**config.mk**
```make
export PLATFORM = sky130hd
export DESIGN_NAME = riscv_hazard_nop_inserter_unit_flat
export DESIGN_NICKNAME = d
export VERILOG_FILES = /design/src/rtl/hni_pkg.sv /design/src/rtl/hni_if.sv /design/src/rtl/hni_front.sv /design/src/rtl/hni_fifo.sv /design/src/rtl/hni_back.sv /design/src/rtl/riscv_hazard_nop_inserter_unit.sv /design/src/flat_wrapper.sv
export SDC_FILE = /design/constraint.sdc
export NUM_CORES = 1
export LEC_CHECK = 0
export BUFFER_PORTS_ARGS = -buffer_cell sky130_fd_sc_hd__buf_2
export CAP_MARGIN = 20
export CORE_UTILIZATION = 60
export DETAILED_ROUTE_END_ITERATION = 10
export HOLD_SLACK_MARGIN = 0.06
export PLACE_DENSITY_LB_ADDON = 0.12
export SETUP_SLACK_MARGIN = 0.5
export SLEW_MARGIN = 20
export SYNTH_ARGS = -nofsm -noshare
export SYNTH_HDL_FRONTEND = slang
export SYNTH_SLANG_ARGS = --single-unit
export TNS_END_PERCENT = 1
```
**constraint.sdc**
```tcl
create_clock -name clk -period 5.7 [get_ports clk]
set_input_delay 0.285 -clock clk [delete_from_list [all_inputs] [get_ports clk]]
set_output_delay 0.285 -clock clk [all_outputs]
set_load 0.01 [all_outputs]
```
**src/rtl/hni_pkg.sv**
```systemverilog
// hni_pkg: shared types, opcode constants, the decode function and the hazard
// nop-count function for the hazard nop inserter; no dependencies
package hni_pkg;

	localparam logic [6:0] OpAlu    = 7'b0110011;
	localparam logic [6:0] OpImm    = 7'b0010011;
	localparam logic [6:0] OpSys    = 7'b1110011;
	localparam logic [6:0] OpLoad   = 7'b0000011;
	localparam logic [6:0] OpStore  = 7'b0100011;
	localparam logic [6:0] OpBranch = 7'b1100011;
	localparam logic [6:0] OpJal    = 7'b1101111;
	localparam logic [6:0] OpLui    = 7'b0110111;
	localparam logic [6:0] OpAuipc  = 7'b0010111;
	localparam logic [31:0] NopWord = 32'h0000_0013;
	localparam logic [4:0] RegZero  = 5'b00000;

	// one emission job: an instruction, its trailing nop count, end-of-run mark
	typedef struct packed {
		logic [31:0] word;
		logic [1:0]  nops;
		logic        last;
	} hni_job_t;

	// decoded register fields and opcode class
	typedef struct packed {
		logic       is_alu;
		logic       is_imm;
		logic       is_load;
		logic       is_store;
		logic       is_branch;
		logic       hrd;
		logic       hrs1;
		logic       hrs2;
		logic [4:0] rd;
		logic [4:0] rs1;
		logic [4:0] rs2;
	} hni_dec_t;

	function automatic hni_dec_t hni_decode(input logic exists, input logic [31:0] w);
		hni_dec_t d;
		d = '0;
		d.rd  = w[11:7];
		d.rs1 = w[19:15];
		d.rs2 = w[24:20];
		if (exists) begin
			unique case (w[6:0])
				OpAlu: begin
					d.is_alu = 1'b1;
					d.hrd = 1'b1; d.hrs1 = 1'b1; d.hrs2 = 1'b1;
				end
				OpImm, OpSys: begin
					d.is_imm = 1'b1;
					d.hrd = 1'b1; d.hrs1 = 1'b1;
				end
				OpLoad: begin
					d.is_load = 1'b1;
					d.hrd = 1'b1; d.hrs1 = 1'b1;
				end
				OpStore: begin
					d.is_store = 1'b1;
					d.hrs1 = 1'b1; d.hrs2 = 1'b1;
				end
				OpBranch: begin
					d.is_branch = 1'b1;
					d.hrs1 = 1'b1; d.hrs2 = 1'b1;
				end
				OpJal, OpLui, OpAuipc: begin
					d.hrd = 1'b1;
				end
				default: begin
				end
			endcase
		end
		return d;
	endfunction

	// nops after current c, given next n and second successor s
	function automatic logic [1:0] hni_nop_count(input hni_dec_t c, input hni_dec_t n,
		input hni_dec_t s);
		logic       nh;
		logic       n1, n2, s1, s2;
		logic [1:0] k;
		logic       ld;
		nh = n.hrd && ((s.hrs1 && n.rd == s.rs1) || (s.hrs2 && n.rd == s.rs2));
		n1 = n.hrs1 && c.rd == n.rs1;
		n2 = n.hrs2 && c.rd == n.rs2;
		s1 = s.hrs1 && c.rd == s.rs1;
		s2 = s.hrs2 && c.rd == s.rs2;
		k = 2'd0;
		if (c.hrd && c.rd != RegZero) begin
			if (n.is_imm) begin
				if (n1)
					k = 2'd2;
				else if (!nh && s1)
					k = 2'd1;
			end else begin
				if (n1 || n2)
					k = 2'd2;
				else if (!nh && (s1 || s2))
					k = 2'd1;
			end
		end
		// load-use adds one more
		ld = 1'b0;
		if (c.is_load) begin
			if (n.is_imm || n.is_load)
				ld = c.rd == n.rs1;
			else if (n.is_branch || n.is_store || n.is_alu)
				ld = c.rd == n.rs1 || c.rd == n.rs2;
		end
		return k + {1'b0, ld};
	endfunction

endpackage

```
**src/rtl/hni_if.sv**
```systemverilog
// hni_if: valid/ready stream interfaces for instruction input and result output
// no dependencies
interface hni_instr_if;
	logic        valid;
	logic        ready;
	logic [31:0] instr_word;
	logic        end_of_program;

	modport source(output valid, instr_word, end_of_program, input ready);
	modport sink(input valid, instr_word, end_of_program, output ready);
endinterface

interface hni_result_if;
	logic        valid;
	logic        ready;
	logic [31:0] out_word;
	logic        is_inserted_nop;
	logic        last_of_run;

	modport source(output valid, out_word, is_inserted_nop, last_of_run, input ready);
	modport sink(input valid, out_word, is_inserted_nop, last_of_run, output ready);
endinterface

```
**src/rtl/hni_front.sv**
```systemverilog
// hni_front: lookahead window, hazard classification and job generation
// depends on hni_pkg and hni_instr_if
module hni_front
	import hni_pkg::*;
(
	input  logic          clk,
	input  logic          arst_n,
	hni_instr_if.sink     instr,
	output logic          push_valid,
	input  logic          push_ready,
	output hni_job_t      push_job
);

	logic [31:0] win0_q, win1_q, win2_q;
	logic [1:0]  fill_q;
	logic        flush_q;
	logic        acc;
	logic        eop;
	logic        shift_push;
	logic [31:0] s_word;
	logic        n_exists, s_exists;
	hni_dec_t    dc, dn, ds;

	assign eop = instr.end_of_program;
	assign instr.ready = !flush_q && push_ready;
	assign acc = instr.valid && instr.ready;

	// steady push: full window and a non-final word arriving
	assign shift_push = acc && !eop && fill_q == 2'd2;

	// successor selection for the job at the head of the window
	always_comb begin
		if (flush_q) begin
			s_word   = win2_q;
			n_exists = fill_q > 2'd1;
			s_exists = fill_q > 2'd2;
		end else begin
			s_word   = instr.instr_word;
			n_exists = 1'b1;
			s_exists = 1'b1;
		end
	end

	// classify current against its two successors
	always_comb begin
		dc = hni_decode(1'b1, win0_q);
		dn = hni_decode(n_exists, win1_q);
		ds = hni_decode(s_exists, s_word);
		push_job.word = win0_q;
		push_job.nops = hni_nop_count(dc, dn, ds);
		push_job.last = flush_q ? (fill_q == 2'd1) : 1'b1;
	end

	assign push_valid = flush_q || shift_push;

	// control: fill count and flush sequencing
	always_ff @(posedge clk or negedge arst_n) begin
		if (!arst_n) begin
			fill_q  <= 2'd0;
			flush_q <= 1'b0;
		end else if (flush_q) begin
			if (push_ready) begin
				fill_q <= fill_q - 2'd1;
				if (fill_q == 2'd1)
					flush_q <= 1'b0;
			end
		end else if (acc) begin
			if (eop) begin
				fill_q  <= fill_q + 2'd1;
				flush_q <= 1'b1;
			end else if (fill_q != 2'd2) begin
				fill_q <= fill_q + 2'd1;
			end
		end
	end

	// window words
	always_ff @(posedge clk) begin
		if (flush_q) begin
			if (push_ready) begin
				win0_q <= win1_q;
				win1_q <= win2_q;
			end
		end else if (acc) begin
			if (shift_push) begin
				win0_q <= win1_q;
				win1_q <= instr.instr_word;
			end else begin
				case (fill_q)
					2'd0:    win0_q <= instr.instr_word;
					2'd1:    win1_q <= instr.instr_word;
					default: win2_q <= instr.instr_word;
				endcase
			end
		end
	end

endmodule

```
**src/rtl/hni_fifo.sv**
```systemverilog
// hni_fifo: small job queue between classification and emission
// depends on hni_pkg
module hni_fifo
	import hni_pkg::*;
#(
	parameter int DEPTH = 2
) (
	input  logic     clk,
	input  logic     arst_n,
	input  logic     push_valid,
	output logic     push_ready,
	input  hni_job_t push_job,
	output logic     pop_valid,
	input  logic     pop_ready,
	output hni_job_t pop_job
);

	localparam int AW = (DEPTH > 1) ? $clog2(DEPTH) : 1;
	localparam int CW = $clog2(DEPTH + 1);
	localparam logic [AW-1:0] LastIdx = AW'(DEPTH - 1);
	localparam logic [CW-1:0] Full    = CW'(DEPTH);

	hni_job_t      mem_q [DEPTH];
	logic [AW-1:0] wr_ptr_q, rd_ptr_q;
	logic [CW-1:0] count_q;
	logic          do_push, do_pop;

	assign push_ready = count_q != Full;
	assign pop_valid  = count_q != '0;
	assign pop_job    = mem_q[rd_ptr_q];
	assign do_push    = push_valid && push_ready;
	assign do_pop     = pop_valid && pop_ready;

	// pointers and occupancy
	always_ff @(posedge clk or negedge arst_n) begin
		if (!arst_n) begin
			wr_ptr_q <= '0;
			rd_ptr_q <= '0;
			count_q  <= '0;
		end else begin
			if (do_push)
				wr_ptr_q <= (wr_ptr_q == LastIdx) ? '0 : wr_ptr_q + 1'b1;
			if (do_pop)
				rd_ptr_q <= (rd_ptr_q == LastIdx) ? '0 : rd_ptr_q + 1'b1;
			if (do_push && !do_pop)
				count_q <= count_q + 1'b1;
			else if (do_pop && !do_push)
				count_q <= count_q - 1'b1;
		end
	end

	// storage
	always_ff @(posedge clk) begin
		if (do_push)
			mem_q[wr_ptr_q] <= push_job;
	end

endmodule

```
**src/rtl/hni_back.sv**
```systemverilog
// hni_back: expands each job into the instruction beat and its nop beats
// depends on hni_pkg and hni_result_if
module hni_back
	import hni_pkg::*;
(
	input  logic          clk,
	input  logic          arst_n,
	input  logic          pop_valid,
	output logic          pop_ready,
	input  hni_job_t      pop_job,
	hni_result_if.source  result
);

	logic        busy_q;
	logic [31:0] word_q;
	logic [1:0]  nops_q;
	logic        last_q;
	logic        instr_done_q;
	logic        out_valid_q;
	logic [31:0] out_word_q;
	logic        out_nop_q;
	logic        out_last_q;
	logic        beat_final;
	logic        load_out;
	logic        adv;

	assign beat_final = instr_done_q ? (nops_q == 2'd1) : (nops_q == 2'd0);
	assign load_out   = !out_valid_q || result.ready;
	assign adv        = busy_q && load_out;
	assign pop_ready  = !busy_q || (adv && beat_final);

	assign result.valid           = out_valid_q;
	assign result.out_word        = out_word_q;
	assign result.is_inserted_nop = out_nop_q;
	assign result.last_of_run     = out_last_q;

	// job sequencing and output valid
	always_ff @(posedge clk or negedge arst_n) begin
		if (!arst_n) begin
			busy_q       <= 1'b0;
			instr_done_q <= 1'b0;
			out_valid_q  <= 1'b0;
		end else begin
			if (load_out)
				out_valid_q <= adv;
			if (pop_ready && pop_valid) begin
				busy_q       <= 1'b1;
				instr_done_q <= 1'b0;
			end else if (adv) begin
				if (beat_final)
					busy_q <= 1'b0;
				else
					instr_done_q <= 1'b1;
			end
		end
	end

	// job payload and output register
	always_ff @(posedge clk) begin
		if (pop_ready && pop_valid) begin
			word_q <= pop_job.word;
			nops_q <= pop_job.nops;
			last_q <= pop_job.last;
		end else if (adv && !beat_final && instr_done_q) begin
			nops_q <= nops_q - 2'd1;
		end
		if (adv) begin
			out_word_q <= instr_done_q ? NopWord : word_q;
			out_nop_q  <= instr_done_q;
			out_last_q <= last_q && beat_final;
		end
	end

endmodule

```
**src/rtl/riscv_hazard_nop_inserter_unit.sv**
```systemverilog
// riscv_hazard_nop_inserter_unit: top level of the data-hazard nop inserter
// depends on hni_pkg, hni_if, hni_front, hni_fifo, hni_back
//
//   port    dir   beat contents
//   instr   in    instr_word[31:0], end_of_program
//   result  out   out_word[31:0], is_inserted_nop, last_of_run
//
// the front takes one instruction beat per cycle while the queue has room and no flush
// runs; an end-of-program beat then writes one job per held word (up to three) into
// the queue; the back sends one result beat per cycle while the result port is ready,
// so an instruction gives 1 to 4 output beats (itself plus its nops); that output port
// sets the rate; the queue lets the front keep accepting while the back drains stalled
// results; reset clears the window count, queue and output valid; no clearing pass
module riscv_hazard_nop_inserter_unit
	import hni_pkg::*;
#(
	parameter int QUEUE_DEPTH = 2
) (
	input  logic          clk,
	input  logic          arst_n,
	hni_instr_if.sink     instr,
	hni_result_if.source  result
);

	logic     push_valid, push_ready;
	logic     pop_valid, pop_ready;
	hni_job_t push_job, pop_job;

	hni_front u_front (
		.clk        (clk),
		.arst_n     (arst_n),
		.instr      (instr),
		.push_valid (push_valid),
		.push_ready (push_ready),
		.push_job   (push_job)
	);

	hni_fifo #(
		.DEPTH (QUEUE_DEPTH)
	) u_fifo (
		.clk        (clk),
		.arst_n     (arst_n),
		.push_valid (push_valid),
		.push_ready (push_ready),
		.push_job   (push_job),
		.pop_valid  (pop_valid),
		.pop_ready  (pop_ready),
		.pop_job    (pop_job)
	);

	hni_back u_back (
		.clk       (clk),
		.arst_n    (arst_n),
		.pop_valid (pop_valid),
		.pop_ready (pop_ready),
		.pop_job   (pop_job),
		.result    (result)
	);

endmodule

```
**src/flat_wrapper.sv**
```systemverilog
// flat-port wrapper written by rule: the top's interface ports become plain ports
module riscv_hazard_nop_inserter_unit_flat import hni_pkg::*;
#(
	parameter int QUEUE_DEPTH = 2
)
  (clk, arst_n, instr_valid, instr_instr_word, instr_end_of_program, instr_ready, result_valid, result_out_word, result_is_inserted_nop, result_last_of_run, result_ready);
  hni_instr_if instr_i ();
  hni_result_if result_i ();
  input  logic clk;
  input  logic arst_n;
  input wire logic [$bits(instr_i.valid)-1:0] instr_valid;
  input wire logic [$bits(instr_i.instr_word)-1:0] instr_instr_word;
  input wire logic [$bits(instr_i.end_of_program)-1:0] instr_end_of_program;
  output wire logic [$bits(instr_i.ready)-1:0] instr_ready;
  output wire logic [$bits(result_i.valid)-1:0] result_valid;
  output wire logic [$bits(result_i.out_word)-1:0] result_out_word;
  output wire logic [$bits(result_i.is_inserted_nop)-1:0] result_is_inserted_nop;
  output wire logic [$bits(result_i.last_of_run)-1:0] result_last_of_run;
  input wire logic [$bits(result_i.ready)-1:0] result_ready;
  assign instr_i.valid = instr_valid;
  assign instr_i.instr_word = instr_instr_word;
  assign instr_i.end_of_program = instr_end_of_program;
  assign instr_ready = instr_i.ready;
  assign result_valid = result_i.valid;
  assign result_out_word = result_i.out_word;
  assign result_is_inserted_nop = result_i.is_inserted_nop;
  assign result_last_of_run = result_i.last_of_run;
  assign result_i.ready = result_ready;
  riscv_hazard_nop_inserter_unit #(.QUEUE_DEPTH(QUEUE_DEPTH)) u_core (.clk(clk), .arst_n(arst_n), .instr(instr_i), .result(result_i));
endmodule
```
==> results.yml <==
routing:
  totalWireLength_mm: 15.4
  drtPass1Iterations: 4
  route.detailed.vias_per_inst: 5.33
  detail_route.wl_per_cell_um: 16.6
  drc: 0
  number_of_nets_with_antenna_violations_after_routing: 0
  vias: 4916
  first_iter_violations: 286
power:
  total_leakage_power_nw: 4.13
  power_density_nw_per_um2: 588
  maximum_vdd_drop_mv: 0.407
  finalPower_mw: 6.80
sta:
  finalSetupViolations: 0
  slew_headroom_pct: 33.4
  fmax_ghz: 0.331
  drv_slew: 0
  period_share_pct: 53.0
  hold_viol_final: 0
  unrepaired_setup_endpoints_after_global_routing: "false"
  finClkSkew_ps: 19.7
  tightest_slew_ps: 993
  final_critical_delay_including_setup_and_external_delays_ps: 3020
  totalNegativeSetupSlack_ps: 0
clocking:
  cts.reportedPaths.clkPinSlew_ps: 60
  cts_buffer_depth: 3
  clockRootBuffer: "sky130_fd_sc_hd__clkbuf_16"
  post_cts_setup_buffer_count: 0
  cts_tree: "yes"
  clock_tree.htree_level_count: 1
  tritoncts_num_sinks: 245
  cts_buffers: 24
  cts_resized: 0
  clock_insertion_delay_worst_skew_ps: 510
floorplanning:
  std_cell_rows: 46
  floorplan.die.height_um: 130
  die_width_um: 130
  initial_utilization_pct: 61.9
  floorplan.io_pins: 73
  core_area_um2: 15900
  die-area_um2: 17000
run_status:
  outcome: "complete, no violations"
yosys:
  syn-instance-count: 574
  count_of_flip_flops_with_a_built_in_enable_after_synthesis: 235
  synth_seq_cells: 245
  async_reset_ff_share_pct: 4.08
  syn_nets: 619
  syn-cell-area_um2: 9860
  netlist-cell-type-count: 48
  ys_warn_count: 0
  dominantRegCellSynth: "sky130_fd_sc_hd__edfxtp_1"
  ys_top_cells_by_area: "sky130_fd_sc_hd__edfxtp_1 72%, sky130_fd_sc_hd__mux2_2 9.5%, sky130_fd_sc_hd__dfrtp_1 2.5%"
  sequential_share_of_the_synthesized_area_pct: 74.1
  post_synth_top_area_cell: "sky130_fd_sc_hd__edfxtp_1"
  avgSynthCellArea_um2: 17.2
  synth_common_cells: "235 x sky130_fd_sc_hd__edfxtp_1, 83 x sky130_fd_sc_hd__mux2_2, 34 x sky130_fd_sc_hd__nor2b_1"
  synth_most_common_cell: "sky130_fd_sc_hd__edfxtp_1"
  synth_top_area_share_pct: 71.6
setup_path:
  worst_setup_path_end_kind: "register"
  worstPathArrival_ps: 2950
  critical-path-top-delay-family: "buffers and inverters"
  start_kind: "register"
  timing.critical_path.required_ps: 5630
  timing.setup.critical_path_class: "reg -> reg"
  timing.critical_path.slowest_cell_delay_ps: 950
  critical_path_cell_list: "mux2i_1 > o21ai_0 > o21ai_1 > clkinv_1"
  slowest_stage: "sky130_fd_sc_hd__clkinv_1"
  cp_num_buf_inv: 1
  worst-path-max-fanout: 38
cells_and_area:
  layout.nets: 736
  finalCoreUtilization_pct: 72.5
  post_route_cells_drive_above_1_share_pct: 30.6
  diodes: 0
  area_delta_synth_final_pct: 17.2
grt:
  vias_in_the_first_global_route: 4915
  antenna_found_initial: 0
  grt_util_all_layers_pct: 19.3
  grt_first_pass_wirelength_mm: 24.8
  grt-ovfl-total: 0
  pin_count_of_the_biggest_net_entering_global_routing: 40
place:
  port_buffers: 72
  hpwlAfterDp_mm: 9.86
  gpl_wtd_cong: 0.865
worst_hold_path:
  holdCritPathClass: "in -> reg"
flow_run:
  max_cap_violations: 0
[placed cells by master (no fill, tap or decap), types with 9 or more instances in the layout]
| master | netlist | final |
|---|---|---|
| sky130_fd_sc_hd__nand2_1 | 19 | 19 |
| sky130_fd_sc_hd__buf_4 | 2 | 9 |
| sky130_fd_sc_hd__clkbuf_16 | 0 | 25 |
| sky130_fd_sc_hd__edfxtp_1 | 235 | 235 |
| sky130_fd_sc_hd__o21ai_0 | 10 | 10 |
| sky130_fd_sc_hd__mux2_2 | 83 | 83 |
| sky130_fd_sc_hd__inv_1 | 21 | 20 |
| sky130_fd_sc_hd__xnor2_1 | 16 | 16 |
| sky130_fd_sc_hd__nor2_1 | 16 | 16 |
| sky130_fd_sc_hd__dlygate4sd3_1 | 0 | 33 |
| sky130_fd_sc_hd__xor2_1 | 21 | 21 |
| sky130_fd_sc_hd__buf_2 | 3 | 72 |
| sky130_fd_sc_hd__nor2b_1 | 34 | 34 |
[logic make-up (layout without fill, tap and decap cells)]
group                      Yosys count  in the layout  synth area share (%)
AOI/OAI and AO/OA                   36             36                  2.31
xor gates and xnor gates            37             37                  3.29
adders and majority gates            8              8                  1.02
buffers and inverters               44            177                  2.11
DFF                                245            245                  74.1
muxes                               94             94                  10.8
and+or+nand+nor                    110            110                  6.36
[worst register-to-register path: stages (launching register included)]
cell and delay [ps]:
sky130_fd_sc_hd__dfrtp_2 720, sky130_fd_sc_hd__mux2i_1 290, sky130_fd_sc_hd__o21ai_0 140, sky130_fd_sc_hd__o21ai_1 340, sky130_fd_sc_hd__clkinv_1 950
[report_power, final]
part	switching, mW	internal (mW)
logic	1.00	0.775
clock network	0.605	0.929
registers	0.393	3.09
total	2.00	4.80
[final timing paths]
path / from / endpoint / slack [ps] / depth (start not counted)
max in group asynchronous: arst_n / u_core.u_back.instr_done_q$_DFFE_PN0P_ / 5260 / 2
min reg2reg: u_core.u_front.win0_q[20]$_DFFE_PP_ / u_core.u_fifo.mem_q[1][23]$_DFFE_PP_ / 450 / 0
max reg2reg: u_core.u_back.instr_done_q$_DFFE_PN0P_ / u_core.u_back.word_q[19]$_DFFE_PP_ / 2680 / 4
min in group asynchronous: arst_n / u_core.u_fifo.wr_ptr_q$_DFFE_PN0P_ / 190 / 2
min: result_ready / u_core.u_back.result.valid$_DFFE_PN0N_ / 110 / 3
max: u_core.u_back.instr_done_q$_DFFE_PN0P_ / u_core.u_back.word_q[19]$_DFFE_PP_ / 2680 / 4
[metal layers]
layer  global-route usage (%)  part of all wire (%)  vias to the layer above  wire [µm]
met5                        0                     0                        -          0
met4                     6.22                   1.9                        0        291
met3                     3.24                   5.5                       21        841
met2                     30.9                    47                      151       7180
met1                     27.3                    46                     2357       7050
li1                         -                     -                     2387          -
[layout make-up]
type,instances,area [µm²]
Clock inverter,8,92.6
Sequential cell,245,7310
Clock buffer,34,689
Inverter,21,78.8
Fill cell,1002,4380
Multi-Input combinational cell,285,2360
Tap cell,216,270
Timing Repair Buffer,114,758
[sequential cells by signal (all words and copies together), names as in the netlist, 2 cells and up]
signal,count
u_core.u_back.result.out_word,32
u_core.u_front.win1_q,32
u_core.u_fifo.count_q,2
u_core.u_back.nops_q,2
u_core.u_back.word_q,32
u_core.u_front.win0_q,32
u_core.u_front.win2_q,32
u_core.u_fifo.mem_q,70
u_core.u_front.fill_q,2
[what timing repair did]
item | 4_1_cts | 5_1_grt
hold buffers | 33 | 0
endpoints found under the hold margin | 42 | 0
endpoints found under the setup margin | 0 | 0
[through the flow]
| stage | cells | hold slack, ps | area, µm² | setup WS, ps |
|---|---|---|---|---|
| 2_1_floorplan | 574 | -10.6 | 9860 | 988 |
| 3_3_place_gp | 848 | 164 | 10400 | 2810 |
| 3_5_place_dp | 848 | 176 | 10400 | 2660 |
| 4_1_cts | 923 | 79.9 | 11600 | 2640 |
| 5_1_grt | 923 | 118 | 11600 | 2320 |
| 6_report | 923 | 112 | 11600 | 2680 |
No activity file was read; power rests on OpenSTA's default activity.
